===== src/sv/lbrs_pkg.sv =====
// ----------------------------------------------------------------------------
// lbrs_pkg
// Shared types, constants and CRC-32 helpers for the boot record scanner.
// ----------------------------------------------------------------------------
package lbrs_pkg;

    // log record constants
    localparam logic [31:0] LOG_MAGIC   = 32'h4154_4D43;
    localparam logic [31:0] ERASED_WORD = 32'hFFFF_FFFF;
    localparam logic [7:0]  SLOT_A      = 8'h41;
    localparam logic [7:0]  SLOT_B      = 8'h42;

    // crc-32 constants, reflected form
    localparam logic [31:0] CRC_POLY  = 32'hEDB8_8320;
    localparam logic [31:0] CRC_INIT  = 32'hFFFF_FFFF;
    localparam logic [31:0] CRC_XOROUT = 32'hFFFF_FFFF;
    localparam int          CRC_BYTES = 12;
    localparam int          CRC_BITS  = CRC_BYTES * 8;

    // page size default and port widths
    localparam int RECORDS_PER_PAGE_DEF = 256;
    localparam int FREE_INDEX_W         = 9;
    localparam int S_TDATA_W            = 128;
    localparam int M_TDATA_W            = 48;

    // one log record, magic in the lowest bits
    typedef struct packed {
        logic [31:0] crc;
        logic [31:0] slot_word;
        logic [31:0] sequence_num;
        logic [31:0] magic;
    } record_t;

    // outcome of the per-record checks
    typedef struct packed {
        logic erased;
        logic valid;
        logic slot_b;
    } rec_check_t;

    // one result item, found in the lowest bit
    typedef struct packed {
        logic                    log_full;
        logic [FREE_INDEX_W-1:0] free_index;
        logic                    scan_stopped;
        logic                    record_accepted;
        logic [31:0]             lead_sequence;
        logic                    lead_slot;
        logic                    found;
    } result_t;

    localparam int RESULT_W = $bits(result_t);

    // bit-serial reflected crc, evaluated at elaboration only
    function automatic logic [31:0] crc_raw(logic [31:0] init, logic [CRC_BITS-1:0] data);
        logic [31:0] c;
        logic        fb;
        c = init;
        for (int i = 0; i < CRC_BITS; i++) begin
            fb = c[0] ^ data[i];
            c  = c >> 1;
            if (fb) begin
                c = c ^ CRC_POLY;
            end
        end
        return c;
    endfunction

    // contribution of each message bit with zero preset
    function automatic logic [CRC_BITS-1:0][31:0] crc_columns();
        logic [CRC_BITS-1:0][31:0] cols;
        for (int i = 0; i < CRC_BITS; i++) begin
            cols[i] = crc_raw(32'h0, CRC_BITS'(1) << i);
        end
        return cols;
    endfunction

    // crc of an all-zero message including preset and final inversion
    localparam logic [31:0]               CRC_ZERO = crc_raw(CRC_INIT, '0) ^ CRC_XOROUT;
    localparam logic [CRC_BITS-1:0][31:0] CRC_COLS = crc_columns();

    // parallel crc: xor of the columns selected by the message bits
    function automatic logic [31:0] crc_parallel(logic [CRC_BITS-1:0] data);
        logic [31:0] c;
        c = CRC_ZERO;
        for (int i = 0; i < CRC_BITS; i++) begin
            if (data[i]) begin
                c = c ^ CRC_COLS[i];
            end
        end
        return c;
    endfunction

endpackage


===== src/sv/lbrs_rec_check.sv =====
// ----------------------------------------------------------------------------
// lbrs_rec_check
// Combinational magic, crc and slot checks on one registered log record.
// ----------------------------------------------------------------------------
module lbrs_rec_check (
    input  lbrs_pkg::record_t    rec,
    output lbrs_pkg::rec_check_t chk
);

    logic [31:0] crc_calc;
    logic [7:0]  slot_byte;
    logic        slot_ok;

    // crc over magic, sequence and slot words, little-endian byte order
    assign crc_calc  = lbrs_pkg::crc_parallel({rec.slot_word, rec.sequence_num, rec.magic});
    assign slot_byte = rec.slot_word[7:0];
    assign slot_ok   = (slot_byte == lbrs_pkg::SLOT_A) || (slot_byte == lbrs_pkg::SLOT_B);

    // check outcome
    always_comb begin
        chk.erased = (rec.magic == lbrs_pkg::ERASED_WORD);
        chk.valid  = (rec.magic == lbrs_pkg::LOG_MAGIC) && (crc_calc == rec.crc) && slot_ok;
        chk.slot_b = (slot_byte == lbrs_pkg::SLOT_B);
    end

endmodule


===== src/sv/lbrs_scan_core.sv =====
// ----------------------------------------------------------------------------
// lbrs_scan_core
// Scan state registers and result register, updated once per record.
// ----------------------------------------------------------------------------
module lbrs_scan_core #(
    parameter int RECORDS_PER_PAGE = lbrs_pkg::RECORDS_PER_PAGE_DEF
) (
    input  logic                 aclk,
    input  logic                 aresetn,
    input  logic                 advance,
    input  logic                 start_scan,
    input  logic [31:0]          rec_sequence,
    input  lbrs_pkg::rec_check_t chk,
    output lbrs_pkg::result_t    result
);

    localparam int IDX_W = $clog2(RECORDS_PER_PAGE + 1);
    localparam logic [IDX_W-1:0] PAGE_END = IDX_W'(RECORDS_PER_PAGE);

    logic             stopped_reg, stopped_next;
    logic             found_reg, found_next;
    logic [31:0]      lead_seq_reg, lead_seq_next;
    logic             lead_slot_reg, lead_slot_next;
    logic [IDX_W-1:0] index_reg, index_next;
    lbrs_pkg::result_t result_reg, result_next;

    logic             cur_stopped;
    logic             cur_found;
    logic [31:0]      cur_seq;
    logic             cur_slot;
    logic [IDX_W-1:0] cur_index;
    logic             active;
    logic             accepted;

    // start flag clears the scan before this record is handled
    always_comb begin
        cur_stopped = start_scan ? 1'b0 : stopped_reg;
        cur_found   = start_scan ? 1'b0 : found_reg;
        cur_seq     = start_scan ? 32'h0 : lead_seq_reg;
        cur_slot    = start_scan ? 1'b0 : lead_slot_reg;
        cur_index   = start_scan ? '0 : index_reg;
    end

    // scan step
    always_comb begin
        active         = !cur_stopped && (cur_index < PAGE_END);
        accepted       = 1'b0;
        stopped_next   = cur_stopped;
        found_next     = cur_found;
        lead_seq_next  = cur_seq;
        lead_slot_next = cur_slot;
        index_next     = cur_index;
        if (active) begin
            if (chk.erased) begin
                stopped_next = 1'b1;
            end else begin
                if (chk.valid) begin
                    accepted = 1'b1;
                    if (!cur_found || (rec_sequence > cur_seq)) begin
                        found_next     = 1'b1;
                        lead_seq_next  = rec_sequence;
                        lead_slot_next = chk.slot_b;
                    end
                end
                index_next = cur_index + IDX_W'(1);
            end
        end
    end

    // result item from the updated state
    always_comb begin
        result_next.found           = found_next;
        result_next.lead_slot       = lead_slot_next;
        result_next.lead_sequence   = lead_seq_next;
        result_next.record_accepted = accepted;
        result_next.scan_stopped    = stopped_next;
        result_next.free_index      = lbrs_pkg::FREE_INDEX_W'(index_next);
        result_next.log_full        = !stopped_next && (index_next >= PAGE_END);
    end

    // scan state
    always_ff @(posedge aclk) begin
        if (!aresetn) begin
            stopped_reg   <= 1'b0;
            found_reg     <= 1'b0;
            lead_seq_reg  <= 32'h0;
            lead_slot_reg <= 1'b0;
            index_reg     <= '0;
        end else if (advance) begin
            stopped_reg   <= stopped_next;
            found_reg     <= found_next;
            lead_seq_reg  <= lead_seq_next;
            lead_slot_reg <= lead_slot_next;
            index_reg     <= index_next;
        end
    end

    // result payload register
    always_ff @(posedge aclk) begin
        if (advance) begin
            result_reg <= result_next;
        end
    end

    assign result = result_reg;

endmodule


===== src/sv/latest_boot_record_scanner.sv =====
// ----------------------------------------------------------------------------
// latest_boot_record_scanner
// Scans a flash metadata log and keeps the latest valid boot record.
// ----------------------------------------------------------------------------
// A record passes through the input register, then the result register
// behind the combinational crc and checks. Throughput: one record per
// cycle while the receiver takes results. Reset: aresetn low at a clock
// edge clears the scan state and the valid flags of both stages.
module latest_boot_record_scanner #(
    parameter int RECORDS_PER_PAGE = lbrs_pkg::RECORDS_PER_PAGE_DEF
) (
    input  logic                           aclk,
    input  logic                           aresetn,
    // slave side
    input  logic                           s_tvalid,
    output logic                           s_tready,
    // rec_magic, rec_sequence, rec_slot_word, rec_crc
    input  logic [lbrs_pkg::S_TDATA_W-1:0] s_tdata,
    // start_scan
    input  logic                           s_tuser,
    // master side
    output logic                           m_tvalid,
    input  logic                           m_tready,
    // found, lead_slot, lead_sequence, record_accepted, scan_stopped,
    // free_index, log_full, zero pad
    output logic [lbrs_pkg::M_TDATA_W-1:0] m_tdata
);

    logic              in_valid_reg;
    lbrs_pkg::record_t in_rec_reg;
    logic              in_start_reg;
    logic              out_valid_reg;
    logic              advance;

    lbrs_pkg::rec_check_t chk;
    lbrs_pkg::result_t    result;

    // item moves from input register to result register
    assign advance  = in_valid_reg && (!out_valid_reg || m_tready);
    assign s_tready = !in_valid_reg || advance;

    // input stage valid
    always_ff @(posedge aclk) begin
        if (!aresetn) begin
            in_valid_reg <= 1'b0;
        end else if (s_tvalid && s_tready) begin
            in_valid_reg <= 1'b1;
        end else if (advance) begin
            in_valid_reg <= 1'b0;
        end
    end

    // input stage payload
    always_ff @(posedge aclk) begin
        if (s_tvalid && s_tready) begin
            in_rec_reg   <= lbrs_pkg::record_t'(s_tdata);
            in_start_reg <= s_tuser;
        end
    end

    // result stage valid
    always_ff @(posedge aclk) begin
        if (!aresetn) begin
            out_valid_reg <= 1'b0;
        end else if (advance) begin
            out_valid_reg <= 1'b1;
        end else if (m_tready) begin
            out_valid_reg <= 1'b0;
        end
    end

    lbrs_rec_check u_check (
        .rec (in_rec_reg),
        .chk (chk)
    );

    lbrs_scan_core #(
        .RECORDS_PER_PAGE (RECORDS_PER_PAGE)
    ) u_core (
        .aclk         (aclk),
        .aresetn      (aresetn),
        .advance      (advance),
        .start_scan   (in_start_reg),
        .rec_sequence (in_rec_reg.sequence_num),
        .chk          (chk),
        .result       (result)
    );

    // output packing
    assign m_tvalid = out_valid_reg;
    assign m_tdata  = lbrs_pkg::M_TDATA_W'(result);

endmodule


===== config.mk =====
export PLATFORM = sky130hd
export DESIGN_NAME = latest_boot_record_scanner
export DESIGN_NICKNAME = d
export VERILOG_FILES = /design/src/sv/lbrs_pkg.sv /design/src/sv/lbrs_rec_check.sv /design/src/sv/lbrs_scan_core.sv /design/src/sv/latest_boot_record_scanner.sv
export SDC_FILE = /design/constraint.sdc
export NUM_CORES = 1
export LEC_CHECK = 0
export BUFFER_PORTS_ARGS = -buffer_cell sky130_fd_sc_hd__buf_2
export CAP_MARGIN = 20
export CORE_ASPECT_RATIO = 0.9
export CORE_MARGIN = 8
export CORE_UTILIZATION = 45
export CTS_CLUSTER_DIAMETER = 120
export DETAILED_ROUTE_END_ITERATION = 12
export PLACE_DENSITY = 0.75
export SLEW_MARGIN = 15
export SYNTH_ARGS = -nofsm -noshare
export SYNTH_HDL_FRONTEND = slang
export SYNTH_SLANG_ARGS = --single-unit

===== constraint.sdc =====
create_clock -name aclk -period 3.85 [get_ports aclk]
set_input_delay 0.385 -clock aclk [delete_from_list [all_inputs] [get_ports aclk]]
set_output_delay 0.385 -clock aclk [all_outputs]
set_load 0.02 [all_outputs]

==> results of run 1 <==
-- area by class of cell --
class                   count  area (um2)  share of cell area (%)
well taps                 483         604                    2.48
clock buffers              32         662                    2.72
clock inverters            14         168                   0.688
repair buffers            760        5950                    24.4
multi-input cells        1020       10700                    43.7
inverters                  40         154                   0.631
flip-flops and latches    221        6180                    25.3
-- layer usage --
metal | up-vias | global-route usage (%) | part of all wire, % | wire length (um)
met5 | - | 0 | 0 | 0
met4 | 0 | 10.1 | 3.9 | 2800
met3 | 166 | 8.24 | 11 | 7830
met2 | 823 | 49.4 | 45 | 32200
met1 | 6828 | 41.5 | 40 | 29000
li1 | 6147 | - | - | -
-- cells by family (layout without fill, tap and decap cells) --
logic type	after synthesis	count (layout)	synth area share (%)
AOI/OAI and AO/OA	175	175	8.02
xor gates and xnor gates	621	621	43.2
adders and majority gates	38	38	2.79
buffers and inverters	169	846	4.33
DFF	221	221	36.3
muxes	3	3	0.184
other	1	2	0.0220
and+or+nand+nor	181	181	5.12
-- worst max path at each step --
stage,start,endpoint,depth (start not counted),slack (ns)
after floorplan,in_rec_reg[0]$_DFFE_PP_,u_core.result[9]$_DFFE_PP_,14,0.07
after global placement,in_rec_reg[64]$_DFFE_PP_,u_core.result[3]$_DFFE_PP_,13,-0.62
after detailed placement,in_rec_reg[64]$_DFFE_PP_,u_core.result[30]$_DFFE_PP_,13,-0.62
after CTS,in_rec_reg[69]$_DFFE_PP_,u_core.result[30]$_DFFE_PP_,14,-0.18
after global routing,in_rec_reg[15]$_DFFE_PP_,u_core.result[6]$_DFFE_PP_,13,-0.30
final,in_rec_reg[55]$_DFFE_PP_,u_core.result[6]$_DFFE_PP_,15,-0.27
-- power by group through the flow --
stage          clock, mW  sequential (mW)  combinational [mW]
3_5_place_dp           0             2.85                6.21
5_1_grt             2.59             2.80                6.99
3_3_place_gp           0             2.85                6.26
2_1_floorplan          0             2.80                3.88
6_report            2.49             2.80                6.77
4_1_cts             2.52             2.79                6.55
-- cells in the mapped netlist, types with 2 or more instances --
library cell and instances:
sky130_fd_sc_hd__nand2_1 54, sky130_fd_sc_hd__a21boi_0 5, sky130_fd_sc_hd__edfxtp_1 175, sky130_fd_sc_hd__buf_2 46, sky130_fd_sc_hd__and2_1 3, sky130_fd_sc_hd__inv_1 38, sky130_fd_sc_hd__nand3_1 8, sky130_fd_sc_hd__ha_1 38
sky130_fd_sc_hd__xnor3_1 124, sky130_fd_sc_hd__o21ai_0 5, sky130_fd_sc_hd__clkbuf_1 67, sky130_fd_sc_hd__o21a_1 36, sky130_fd_sc_hd__or3_1 3, sky130_fd_sc_hd__a21oi_1 11, sky130_fd_sc_hd__nor3_1 7, sky130_fd_sc_hd__and3_1 4
sky130_fd_sc_hd__a22oi_1 2, sky130_fd_sc_hd__xor2_2 2, sky130_fd_sc_hd__nor2b_1 7, sky130_fd_sc_hd__xor2_1 106, sky130_fd_sc_hd__mux2i_1 2, sky130_fd_sc_hd__nor2_1 55, sky130_fd_sc_hd__a21o_1 46, sky130_fd_sc_hd__nand4_1 20
sky130_fd_sc_hd__buf_1 5, sky130_fd_sc_hd__a211oi_1 32, sky130_fd_sc_hd__xnor2_2 4, sky130_fd_sc_hd__dfxtp_1 46, sky130_fd_sc_hd__nor4_1 7, sky130_fd_sc_hd__buf_4 10, sky130_fd_sc_hd__xor3_1 11, sky130_fd_sc_hd__nor3b_1 6
sky130_fd_sc_hd__a41o_1 32, sky130_fd_sc_hd__xnor2_1 374
-- worst max-delay path: stages (launching register included) --
cell and delay, ns:
sky130_fd_sc_hd__edfxtp_1 0.44, sky130_fd_sc_hd__buf_4 0.18, sky130_fd_sc_hd__xor2_1 0.25, sky130_fd_sc_hd__xnor3_1 0.50, sky130_fd_sc_hd__xnor2_1 0.40, sky130_fd_sc_hd__xnor3_1 0.30, sky130_fd_sc_hd__xnor2_1 0.17, sky130_fd_sc_hd__nor4_1 0.23
sky130_fd_sc_hd__nand4_1 0.16, sky130_fd_sc_hd__buf_4 0.20, sky130_fd_sc_hd__nor4_4 0.28, sky130_fd_sc_hd__buf_6 0.17, sky130_fd_sc_hd__buf_12 0.13, sky130_fd_sc_hd__buf_16 0.15, sky130_fd_sc_hd__a211oi_4 0.08, sky130_fd_sc_hd__a21o_1 0.23
-- what timing repair did --
item	in CTS	in global routing
endpoints found under the hold margin	119	0
hold buffers	119	0
endpoints found under the setup margin	69	69
buffers inserted	39	11
gates cloned	6	0
resized for setup	61	44
pin swaps	37	19
==> flow_summary.rst, run 1 <==
.. list-table::
   :header-rows: 1

   * - Metric
     - Value
   * - Run status
     - complete, but fails checks
   * - Violations in the final reports
     - negative setup slack
   * - Terminating pin of the worst hold path
     - in_rec_reg[13]$_DFFE_PP_
   * - Sequential group share of total power
     - 23.2%
   * - Most common cell after layout, fill and taps aside
     - sky130_fd_sc_hd__buf_4
   * - I/O pin cnt
     - 183
   * - Layout cell share with drive strength beyond 1
     - 36.5%
   * - Highest net fanout along the worst path
     - 8
   * - Slew of the pin with the lowest slew margin
     - 0.992 ns
   * - Avg Inst Size Synth
     - 12.1 um2
   * - Kind of path behind the tightest hold check
     - primary input to flip-flop
   * - Number of detailed-route iterations in the first pass
     - 5
   * - Worst flop-to-flop path endpoint
     - u_core.result[6]$_DFFE_PP_
   * - Max Clock Freq
     - 0.242 GHz
   * - Starting density of the core
     - 45.7%
   * - Internal cell power
     - 7.82 mW
   * - Primary flip-flop cell chosen by synthesis mapping
     - sky130_fd_sc_hd__edfxtp_1
   * - Count of placed standard cells including taps
     - 2353
   * - Wire length per cell after detailed routing
     - 28.0 um
   * - Hold path cells
     - 1
   * - Count of max-cap constraint violations
     - 0
   * - Cell taking the most area after synthesis
     - sky130_fd_sc_hd__edfxtp_1
   * - Post-layout min period
     - 4.12 ns
   * - Horizontal extent of the die
     - 221 um
   * - Cell at the root of the clock tree
     - sky130_fd_sc_hd__clkbuf_16
   * - Clock tree sinks
     - 221
   * - Proportion of synthesized flip-flops having asynchronous set or reset
     - 0%
   * - Combinational fraction of design power
     - 56.2%
   * - Total Die Area
     - 0.0443 mm2
   * - Sequential element share of the synthesized area
     - 36.3%
   * - Residual DRC
     - 0
   * - GRT Util Overall
     - 31.2%
   * - Top cells by area in the synthesized netlist
     - sky130_fd_sc_hd__edfxtp_1, sky130_fd_sc_hd__xnor2_1, sky130_fd_sc_hd__xnor3_1, sky130_fd_sc_hd__xor2_1, sky130_fd_sc_hd__dfxtp_1
   * - Setup slack of the most critical reg-to-reg path
     - -0.27 ns
   * - Data required time at the worst endpoint
     - 4.18 ns
   * - Total of fill cells in the finished design
     - 2815
   * - Post-synthesis instance total
     - 1409
   * - Leading cell types in the layout, fill and taps excluded
     - sky130_fd_sc_hd__buf_4, sky130_fd_sc_hd__xnor2_1, sky130_fd_sc_hd__buf_2, sky130_fd_sc_hd__edfxtp_1, sky130_fd_sc_hd__dlygate4sd3_1
   * - Core occupancy in the finished layout
     - 65.5%
   * - Worst hold slack after final layout
     - 0.0196 ns
   * - First-pass GRT wire length
     - 100000 um
   * - Fraction of synthesized cell area taken by the top area cell type
     - 30.9%
   * - Crit path DAT
     - 4.45 ns
   * - Fin. max-slew vios
     - 0
   * - Number of cell rows
     - 67
   * - Worst Slack Setup Final
     - -0.274 ns
   * - Cell area after technology mapping
     - 0.0170 mm2
   * - Via count of the first global-routing pass
     - 13900
   * - Total count of hold-check failures in the final report
     - 0
   * - Post-synth cell types
     - 52
   * - Cts bufs inserted
     - 25
   * - Fin Clk Skew
     - 0.0306 ns
   * - Leakage dissipation
     - 11.1 nW
   * - Total Routed Length
     - 71900 um
   * - Number of buffers on the longest clock path
     - 3
   * - Number of buffers added on ports
     - 180
   * - 1st-iter DRT viols
     - 1537
   * - Min-Delay Startpoint
     - s_tdata[13]
   * - Psw
     - 4.24 mW
   * - Placed standard-cell area
     - 0.0212 mm2
   * - Number of flops mapped to enable cells by yosys
     - 175
   * - Placeable core region
     - 0.0372 mm2
   * - Worst skew pair latency
     - 0.58 ns
   * - Overflow left after global routing
     - 0
   * - Category of the critical setup timing path
     - flip-flop to flip-flop
   * - Number of vias in the routed layout
     - 14000
   * - Clock transition at the registers of the reported paths
     - 0.07 ns
   * - Syn. warnings
     - 0
   * - Setup slack at placement
     - -0.623 ns
   * - Final non-filler cell area
     - 0.0244 mm2
   * - Switching part of the total power
     - 35.2%
   * - Type of origin of the critical path
     - flip-flop
   * - Via-to-Cell Ratio
     - 5.43
   * - Ratio of final minimum period to clock period
     - 107%
   * - Unrepaired setup endpoints after global routing
     - yes
   * - Pin count of the biggest net entering global routing
     - 110
   * - Post-detail-place hpwl
     - 54900 um
   * - Final nets
     - 2239
   * - Htree depth
     - 1
   * - Startpoint of the lowest-slack register-to-register path
     - in_rec_reg[55]$_DFFE_PP_
   * - Flip-flop count of the largest register, all copies and words added
     - 128
   * - Layout overhead on the synthesized area
     - 43.2%
   * - Setup TNS
     - -12.81 ns
   * - Endpoint class of the critical path
     - flip-flop
   * - Synthesized flop and latch total
     - 221
   * - Count of inserted antenna diode cells
     - 0
   * - Final cell count without fillers
     - 2570
   * - Antenna violations before repair
     - 0
   * - Final count of negative-setup-slack endpoints
     - 68
   * - Remaining max-slew budget at the tightest pin
     - 33.8%
   * - CTS tree
     - yes
   * - Peak supply drop
     - 0.456 mV
   * - Post-route ant nets
     - 0
   * - Sum of internal, switching and leakage power
     - 12.1 mW
   * - Clock Power Share
     - 20.7%
   * - Length in cells of the worst reg-to-reg path
     - 15
   * - Gpl congestion
     - 1.03
   * - Die extent in y
     - 200 um
   * - Cell area power density
     - 495 mW/mm2
No activity file was read; power rests on OpenSTA's default activity.
==> inputs of run 2 (changes only) <==
--- a/config.mk
+++ b/config.mk
@@ -9,11 +9,10 @@
 export CAP_MARGIN = 20
 export CORE_ASPECT_RATIO = 0.9
 export CORE_MARGIN = 8
-export CORE_UTILIZATION = 45
+export CORE_UTILIZATION = 33
 export CTS_CLUSTER_DIAMETER = 120
 export DETAILED_ROUTE_END_ITERATION = 12
-export PLACE_DENSITY = 0.75
-export SLEW_MARGIN = 15
+export PLACE_DENSITY = 0.61
 export SYNTH_ARGS = -nofsm -noshare
 export SYNTH_HDL_FRONTEND = slang
 export SYNTH_SLANG_ARGS = --single-unit
==> run 2 against run 1 <==
The flow still finishes with violations (negative setup slack). Die area up 33%. Global-route usage fell by 7.2 points. Flip-flop and latch count is the same. Critical path depth grew 1. Sequential share of layout area shrank 1.0 points. Wire length up 2.8%. Via count shrank 2.3%. Utilization decreased by 16 points. Register-to-register slack better by 0.06 ns. Total power is 3.8% higher. Final cell count grew 8.8%. Critical path type unchanged. Critical endpoint is now u_core.result[19]$_DFFE_PP_. Largest power group unchanged.
==> flow_summary.rst, run 2 (same netlist as run 1, synthesis figures left out) <==
.. list-table::
   :header-rows: 1

   * - Metric
     - Value
   * - Run status
     - complete, but fails checks
   * - Violations in the final reports
     - negative setup slack
   * - Register area
     - 0.00618 mm2 (unchanged)
   * - Ratio of final minimum period to clock period
     - 106% (-1.6 points)
   * - Total Die Area
     - 0.0591 mm2 (+33%)
   * - Layout overhead on the synthesized area
     - 49.3%
   * - Clock transition at the registers of the reported paths
     - 0.06 ns (about the same)
   * - Pin count of the biggest net entering global routing
     - 105 (-4.5%)
   * - Endpoint of the worst setup timing path
     - u_core.result[19]$_DFFE_PP_
   * - Final cell count without fillers
     - 2797 (+8.8%)
   * - Gpl congestion
     - 0.982 (-5.1%)
   * - GRT Util Overall
     - 24.1% (-7.2 points)
   * - Internal cell power
     - 8.02 mW (+2.6%)
   * - Core occupancy in the finished layout
     - 49.5% (-16 points)
   * - Worst flop-to-flop path endpoint
     - u_core.result[19]$_DFFE_PP_
   * - Most frequent CP cell
     - sky130_fd_sc_hd__xnor2_2
   * - Antenna violations before repair
     - 1 (+1)
   * - Max Clock Freq
     - 0.246 GHz (+1.5%)
   * - Combinational fraction of design power
     - 57.3% (+1.1 points)
   * - Total of fill cells in the finished design
     - 4535 (+61%)
   * - Setup slack of the most critical reg-to-reg path
     - -0.21 ns (+0.06 ns)
   * - Wire length per cell after detailed routing
     - 26.4 um (-5.5%)
   * - Cell at the root of the clock tree
     - sky130_fd_sc_hd__clkbuf_16
   * - Residual DRC
     - 0 (unchanged)
   * - First-pass GRT wire length
     - 102000 um (+2.1%)
   * - Category of the critical setup timing path
     - flip-flop to flip-flop
   * - Horizontal extent of the die
     - 255 um (+16%)
   * - Unrepaired setup endpoints after global routing
     - yes
   * - CTS tree
     - yes
   * - Data required time at the worst endpoint
     - 4.17 ns (about the same)
   * - Htree depth
     - 1 (unchanged)
   * - Remaining max-slew budget at the tightest pin
     - 31.7% (-2.1 points)
   * - Clock tree sinks
     - 221 (unchanged)
   * - Count of max-cap constraint violations
     - 0 (unchanged)
   * - Endpoint class of the critical path
     - flip-flop
   * - Highest net fanout along the worst path
     - 8 (unchanged)
   * - Switching part of the total power
     - 35.9% (+0.73 points)
   * - Via count of the first global-routing pass
     - 13900 (-0.12%)
   * - Kind of path behind the tightest hold check
     - primary input to flip-flop
   * - Flip-flop count of the largest register, all copies and words added
     - 128 (unchanged)
   * - Post-layout min period
     - 4.06 ns (-0.0598 ns)
   * - Number of cell rows
     - 79 (+18%)
   * - Slowest cell delay on critical path
     - 0.49 ns (about the same)
   * - Leading cell types in the layout, fill and taps excluded
     - sky130_fd_sc_hd__buf_4, sky130_fd_sc_hd__xnor2_1, sky130_fd_sc_hd__buf_2, sky130_fd_sc_hd__edfxtp_1, sky130_fd_sc_hd__dlygate4sd3_1
   * - Levels on crit path
     - 16 (+1)
   * - Multi-input logic area
     - 0.0111 mm2 (+4.0%)
   * - Sum of internal, switching and leakage power
     - 12.5 mW (+3.8%)
   * - Via-to-Cell Ratio
     - 4.88 (-10%)
   * - Leakage dissipation
     - 11.5 nW (+3.7%)
   * - Fin. max-slew vios
     - 0 (unchanged)
   * - Psw
     - 4.50 mW (+6.0%)
   * - Number of buffers added on ports
     - 180 (unchanged)
   * - Layout cell share with drive strength beyond 1
     - 40.5% (+4.0 points)
   * - Cts bufs inserted
     - 27 (+8.0%)
   * - Crit path cell chain
     - buf_6 > inv_1 > ha_4 > xnor2_2 > xnor2_2 > xnor2_2 > xnor3_1 > xnor3_2 > nor3_4 > nand3_4 > nor4_4 > buf_6 > buf_12 > buf_16 > a211oi_1 > a21o_1
   * - Post-route ant nets
     - 0 (unchanged)
   * - Placed standard-cell area
     - 0.0215 mm2 (+1.2%)
   * - Crit path DAT
     - 4.39 ns (-0.06 ns)
   * - 1st-iter DRT viols
     - 1164 (-24%)
   * - Final nets
     - 2259 (+0.89%)
   * - Slew of the pin with the lowest slew margin
     - 1.02 ns (+0.0322 ns)
   * - Final count of negative-setup-slack endpoints
     - 66 (-2.9%)
   * - Most common cell after layout, fill and taps aside
     - sky130_fd_sc_hd__buf_4
   * - Starting density of the core
     - 33.2% (-13 points)
   * - Final non-filler cell area
     - 0.0254 mm2 (+4.3%)
   * - Length in cells of the worst reg-to-reg path
     - 16 (+1)
   * - Crit path from
     - in_rec_reg[7]$_DFFE_PP_
   * - Total count of hold-check failures in the final report
     - 0 (unchanged)
   * - Fin Clk Skew
     - 0.0151 ns (-0.0155 ns)
   * - Number of detailed-route iterations in the first pass
     - 5 (unchanged)
   * - Total Routed Length
     - 73900 um (+2.8%)
   * - Cell area power density
     - 493 mW/mm2 (-0.42%)
   * - Number of vias in the routed layout
     - 13600 (-2.3%)
   * - Placeable core region
     - 0.0513 mm2 (+38%)
   * - Peak supply drop
     - 0.354 mV (-23%)
   * - Kind of cell adding the most delay to the critical path
     - XOR/XNOR gates
   * - Number of buffers on the longest clock path
     - 3 (unchanged)
   * - Startpoint of the lowest-slack register-to-register path
     - in_rec_reg[7]$_DFFE_PP_
   * - Worst skew pair latency
     - 0.57 ns (about the same)
   * - Bufs and invs on worst path
     - 5 (unchanged)
   * - I/O pin cnt
     - 183 (unchanged)
   * - Overflow left after global routing
     - 0 (unchanged)
   * - Clock Power Share
     - 20.5% (-0.2 points)
   * - Post-detail-place hpwl
     - 57600 um (+4.8%)
   * - Slowest CP cell
     - sky130_fd_sc_hd__edfxtp_1
   * - Die extent in y
     - 231 um (+15%)
   * - Count of placed standard cells including taps
     - 2555 (+8.6%)
   * - Sequential group share of total power
     - 22.2% (-1.0 points)
   * - Type of origin of the critical path
     - flip-flop
   * - Worst Slack Setup Final
     - -0.215 ns (+0.0598 ns)
## run 2: cell types whose count changed in the layout (fill, tap and decap cells not counted), moves of 12 or more
cell                      before  now
sky130_fd_sc_hd__xnor3_2      11   25
sky130_fd_sc_hd__xnor2_1     344  303
sky130_fd_sc_hd__xnor3_1     113   99
sky130_fd_sc_hd__buf_4       427  415
sky130_fd_sc_hd__buf_6         7   29
sky130_fd_sc_hd__xnor2_2      30   68
## run 2: per-layer routing
metal / GRT usage (%) / part of all wire, %
met5: 0 / 0
met4: 8.70 / 4.0
met3: 5.09 / 8.3
met2: 37.0 / 44
met1: 33.3 / 44
## run 2: cell type report
type	count	share of cell area [%]
multi-input combinational	1020	43.6
timing repair buffer	778	24.6
sequential	221	24.3
tap	688	3.39
clock buffer	34	2.84
inverter	40	0.601
clock inverter	15	0.596
antenna	1	0.00985
## run 2: what timing repair did
item,in CTS,in global routing
resized for setup,127,72
hold buffers,118,0
hold endpoints to repair,118,0
endpoints found under the setup margin,69,67
gates cloned,4,2
buffers inserted,48,22
pin swaps,44,75
## run 2: worst register-to-register path, stage by stage, from the launching register on
cell and delay (ns):
sky130_fd_sc_hd__edfxtp_1 0.49, sky130_fd_sc_hd__buf_6 0.17, sky130_fd_sc_hd__inv_1 0.10, sky130_fd_sc_hd__ha_4 0.21
sky130_fd_sc_hd__xnor2_2 0.20, sky130_fd_sc_hd__xnor2_2 0.11, sky130_fd_sc_hd__xnor2_2 0.30, sky130_fd_sc_hd__xnor3_1 0.44
sky130_fd_sc_hd__xnor3_2 0.30, sky130_fd_sc_hd__nor3_4 0.24, sky130_fd_sc_hd__nand3_4 0.12, sky130_fd_sc_hd__nor4_4 0.36
sky130_fd_sc_hd__buf_6 0.18, sky130_fd_sc_hd__buf_12 0.14, sky130_fd_sc_hd__buf_16 0.15, sky130_fd_sc_hd__a211oi_1 0.11
sky130_fd_sc_hd__a21o_1 0.20
## run 2: how the worst min path moves through the flow
stage                                startpoint                                to  slack [ns]  depth (start not counted)
2_1_floorplan  u_core.index_reg[6]$_SDFFE_PN0P_  u_core.index_reg[6]$_SDFFE_PN0P_        0.46                          2
3_3_place_gp   u_core.index_reg[0]$_SDFFE_PN0P_  u_core.index_reg[0]$_SDFFE_PN0P_        0.48                          2
3_5_place_dp   u_core.index_reg[0]$_SDFFE_PN0P_  u_core.index_reg[0]$_SDFFE_PN0P_        0.49                          2
4_1_cts                             s_tdata[35]          in_rec_reg[35]$_DFFE_PP_        0.01                          1
5_1_grt                             s_tdata[35]          in_rec_reg[35]$_DFFE_PP_        0.01                          1
6_report                            s_tdata[36]          in_rec_reg[36]$_DFFE_PP_        0.04                          1
## run 2: metrics by stage
step	hold WS [ns]	setup WS (ns)	TNS [ns]
detailed placement	0.487	-0.595	-34.82
finish	0.0351	-0.215	-6.51
floorplan	0.464	0.0717	0
CTS	0.0136	-0.0898	-2.01
global placement	0.483	-0.642	-38.47
global route	0.0137	-0.255	-8.88
## run 2: power groups by stage
stage	clock network, mW	registers, mW	logic (mW)
5_1_grt	2.71	2.79	7.42
3_3_place_gp	0	2.85	6.34
6_report	2.57	2.79	7.17
3_5_place_dp	0	2.85	6.26
4_1_cts	2.62	2.79	6.81
2_1_floorplan	0	2.80	3.88
==> inputs of run 3 (changes only) <==
--- a/config.mk
+++ b/config.mk
@@ -6,10 +6,11 @@
 export NUM_CORES = 1
 export LEC_CHECK = 0
 export BUFFER_PORTS_ARGS = -buffer_cell sky130_fd_sc_hd__buf_2
-export CAP_MARGIN = 20
+export CAP_MARGIN = 15
 export CORE_ASPECT_RATIO = 0.9
 export CORE_MARGIN = 8
 export CORE_UTILIZATION = 33
+export CTS_BUF_LIST = sky130_fd_sc_hd__clkbuf_8
 export CTS_CLUSTER_DIAMETER = 120
 export DETAILED_ROUTE_END_ITERATION = 12
 export PLACE_DENSITY = 0.61
==> constraint.sdc (replaced) <==
create_clock -name aclk -period 3.85 [get_ports aclk]
set_input_delay 0.385 -clock aclk [delete_from_list [all_inputs] [get_ports aclk]]
set_output_delay 0.385 -clock aclk [all_outputs]
set_load 0.1 [all_outputs]
==> run 3 against run 2 <==
Largest cell class unchanged. The run still ends with negative setup slack left. Global-route usage is 0.17 points higher. Cell area down 1.6%. Register-to-register slack improved by 0.08 ns. Clock power fell by 6%. Utilization fell by 0.77 points. Wire length is 0.11% lower. Final cell count grew 1.1%. Combinational power down 0.7%. Clock-buffer cell count rose by 12.
==> flow_summary.rst, run 3 (same netlist as run 1, synthesis figures left out) <==
.. list-table::
   :header-rows: 1

   * - Metric
     - Value
   * - GRT Util Overall
     - 24.2% (+0.17 points)
   * - CTS tree
     - yes
   * - Final nets
     - 2279 (+0.89%)
   * - Kind of path behind the tightest hold check
     - primary input to flip-flop
   * - Htree depth
     - 2 (+1)
   * - Total Die Area
     - 0.0591 mm2 (unchanged)
   * - Levels on crit path
     - 15 (-1)
   * - Number of detailed-route iterations in the first pass
     - 6 (+1)
   * - Endpoint class of the critical path
     - flip-flop
   * - Placeable core region
     - 0.0513 mm2 (unchanged)
   * - Slew of the pin with the lowest slew margin
     - 1.15 ns (+0.122 ns)
   * - Register area
     - 0.00618 mm2 (unchanged)
   * - Hold path cells
     - 3 (+2)
   * - Type of origin of the critical path
     - flip-flop
   * - Gpl congestion
     - 0.982 (unchanged)
   * - Worst Slack Setup Final
     - -0.135 ns (+0.0797 ns)
   * - Setup TNS
     - -4.40 ns (+2.12 ns)
   * - Data required time at the worst endpoint
     - 4.22 ns (+0.05 ns)
   * - Starting density of the core
     - 33.2% (unchanged)
   * - Number of cell rows
     - 79 (unchanged)
   * - Slowest cell delay on critical path
     - 0.53 ns (+0.04 ns)
   * - Via count of the first global-routing pass
     - 14100 (+1.1%)
   * - Number of buffers added on ports
     - 180 (unchanged)
   * - Crit path DAT
     - 4.35 ns (-0.04 ns)
   * - Crit path cell chain
     - buf_6 > xor2_4 > xnor3_2 > xor2_1 > buf_4 > xnor3_1 > or3_4 > a22oi_2 > o221ai_2 > nor4_4 > buf_6 > buf_6 > buf_16 > a211oi_1 > a21o_1
   * - Most frequent CP cell
     - sky130_fd_sc_hd__buf_6
   * - Worst skew pair latency
     - 0.61 ns (+0.04 ns)
   * - Post-route ant nets
     - 0 (unchanged)
   * - Flip-flop count of the largest register, all copies and words added
     - 128 (unchanged)
   * - Cell at the root of the clock tree
     - sky130_fd_sc_hd__clkbuf_8
   * - Via-to-Cell Ratio
     - 4.87 (about the same)
   * - Residual DRC
     - 0 (unchanged)
   * - Leading cell types in the layout, fill and taps excluded
     - sky130_fd_sc_hd__buf_4, sky130_fd_sc_hd__xnor2_1, sky130_fd_sc_hd__buf_2, sky130_fd_sc_hd__edfxtp_1, sky130_fd_sc_hd__dlygate4sd3_1
   * - Highest net fanout along the worst path
     - 8 (unchanged)
   * - Number of buffers on the longest clock path
     - 3 (unchanged)
   * - Max Clock Freq
     - 0.251 GHz (+2.0%)
   * - Final count of negative-setup-slack endpoints
     - 55 (-17%)
   * - Most common cell after layout, fill and taps aside
     - sky130_fd_sc_hd__buf_4
   * - Category of the critical setup timing path
     - flip-flop to flip-flop
   * - Clock tree sinks
     - 221 (unchanged)
   * - Run status
     - complete, but fails checks
   * - Peak supply drop
     - 0.297 mV (-16%)
   * - Total of fill cells in the finished design
     - 4597 (+1.4%)
   * - Final cell count without fillers
     - 2829 (+1.1%)
   * - Fin. max-slew vios
     - 0 (unchanged)
   * - Violations in the final reports
     - negative setup slack
   * - Layout cell share with drive strength beyond 1
     - 38.9% (-1.6 points)
   * - Cts bufs inserted
     - 43 (+59%)
   * - Multi-input logic area
     - 0.0108 mm2 (-2.8%)
   * - Horizontal extent of the die
     - 255 um (unchanged)
   * - Post-detail-place hpwl
     - 57600 um (unchanged)
   * - Bufs and invs on worst path
     - 5 (unchanged)
   * - Total count of hold-check failures in the final report
     - 0 (unchanged)
   * - Pin count of the biggest net entering global routing
     - 105 (unchanged)
   * - Clock transition at the registers of the reported paths
     - 0.06 ns (about the same)
   * - Count of placed standard cells including taps
     - 2555 (unchanged)
   * - Layout overhead on the synthesized area
     - 47.0%
   * - Ratio of final minimum period to clock period
     - 104% (-2.1 points)
   * - Overflow left after global routing
     - 0 (unchanged)
   * - Slowest CP cell
     - sky130_fd_sc_hd__xnor3_2
   * - Cell area power density
     - 493 mW/mm2 (about the same)
   * - Wire length per cell after detailed routing
     - 26.1 um (-1.2%)
   * - 1st-iter DRT viols
     - 1123 (-3.5%)
   * - Setup slack at placement
     - -0.595 ns (unchanged)
   * - Die extent in y
     - 231 um (unchanged)
   * - Antenna violations before repair
     - 0 (-1)
   * - Fin Clk Skew
     - 0.0346 ns (+0.0195 ns)
   * - I/O pin cnt
     - 183 (unchanged)
   * - Remaining max-slew budget at the tightest pin
     - 23.6% (-8.2 points)
   * - Leakage dissipation
     - 11.4 nW (-0.74%)
   * - Kind of cell adding the most delay to the critical path
     - XOR/XNOR gates
   * - Post-layout min period
     - 3.98 ns (-0.0797 ns)
   * - First-pass GRT wire length
     - 103000 um (+0.32%)
   * - Length in cells of the worst reg-to-reg path
     - 15 (-1)
   * - Count of max-cap constraint violations
     - 0 (unchanged)
   * - Total Routed Length
     - 73800 um (-0.11%)
   * - Unrepaired setup endpoints after global routing
     - yes
   * - Number of vias in the routed layout
     - 13800 (+1.1%)
[run 3: power breakdown]
part           switching [mW]  internal, mW  total [mW]
Combinational            3.33          3.79        7.12
Clock                    1.09          1.31        2.41
Sequential             0.0971          2.70        2.79
[run 3: timing repair]
item,in CTS,in global routing
endpoints found under the hold margin,128,0
setup endpoints to repair,69,69
hold buffers,128,0
buffers inserted,43,22
pin swaps,31,48
gates cloned,4,1
resized for setup,82,59
[run 3: through the flow]
step           total power, mW  hold slack [ns]  utilization (%)  instance area [um2]
4_1_cts                   12.1          0.00441             47.8                24500
2_1_floorplan             6.81            0.464                -                17000
3_5_place_dp              9.23            0.487             41.9                21500
3_3_place_gp              9.31            0.483             41.9                21500
5_1_grt                   12.8           0.0320             48.7                25000
6_report                  12.3           0.0523             48.8                25000
[run 3: path summary, 6_finish.rpt]
check,start,end,slack (ns)
min,s_tvalid,in_valid_reg$_SDFFE_PN0P_,0.05
max reg2reg,in_rec_reg[15]$_DFFE_PP_,u_core.result[11]$_DFFE_PP_,-0.13
min reg2reg,u_core.index_reg[0]$_SDFFE_PN0P_,u_core.index_reg[0]$_SDFFE_PN0P_,0.50
max,in_rec_reg[15]$_DFFE_PP_,u_core.result[11]$_DFFE_PP_,-0.13
[run 3: routing by layer]
layer	vias to the layer above	GRT usage [%]	part of all wire [%]
met5	-	0	0
met4	0	8.50	3.5
met3	116	4.98	7.9
met2	592	37.7	44
met1	6827	33.3	44
li1	6252	-	-
[run 3: layout make-up]
class	instances	share of cell area, %
Tap cell	688	3.44
Antenna cell	1	0.0100
Inverter	40	0.610
Timing Repair Buffer	782	24.7
Clock buffer	46	2.53
Sequential cell	221	24.7
Multi-Input combinational cell	1020	43.1
Clock inverter	31	0.916
[run 3: worst register-to-register path, cell delays in order, from the launching register on]
cell                       delay (ns)
sky130_fd_sc_hd__edfxtp_1        0.45
sky130_fd_sc_hd__buf_6           0.17
sky130_fd_sc_hd__xor2_4          0.15
sky130_fd_sc_hd__xnor3_2         0.53
sky130_fd_sc_hd__xor2_1          0.19
sky130_fd_sc_hd__buf_4           0.16
sky130_fd_sc_hd__xnor3_1         0.35
sky130_fd_sc_hd__or3_4           0.34
sky130_fd_sc_hd__a22oi_2         0.21
sky130_fd_sc_hd__o221ai_2        0.14
sky130_fd_sc_hd__nor4_4          0.34
sky130_fd_sc_hd__buf_6           0.20
sky130_fd_sc_hd__buf_6           0.12
sky130_fd_sc_hd__buf_16          0.13
sky130_fd_sc_hd__a211oi_1        0.09
sky130_fd_sc_hd__a21o_1          0.19
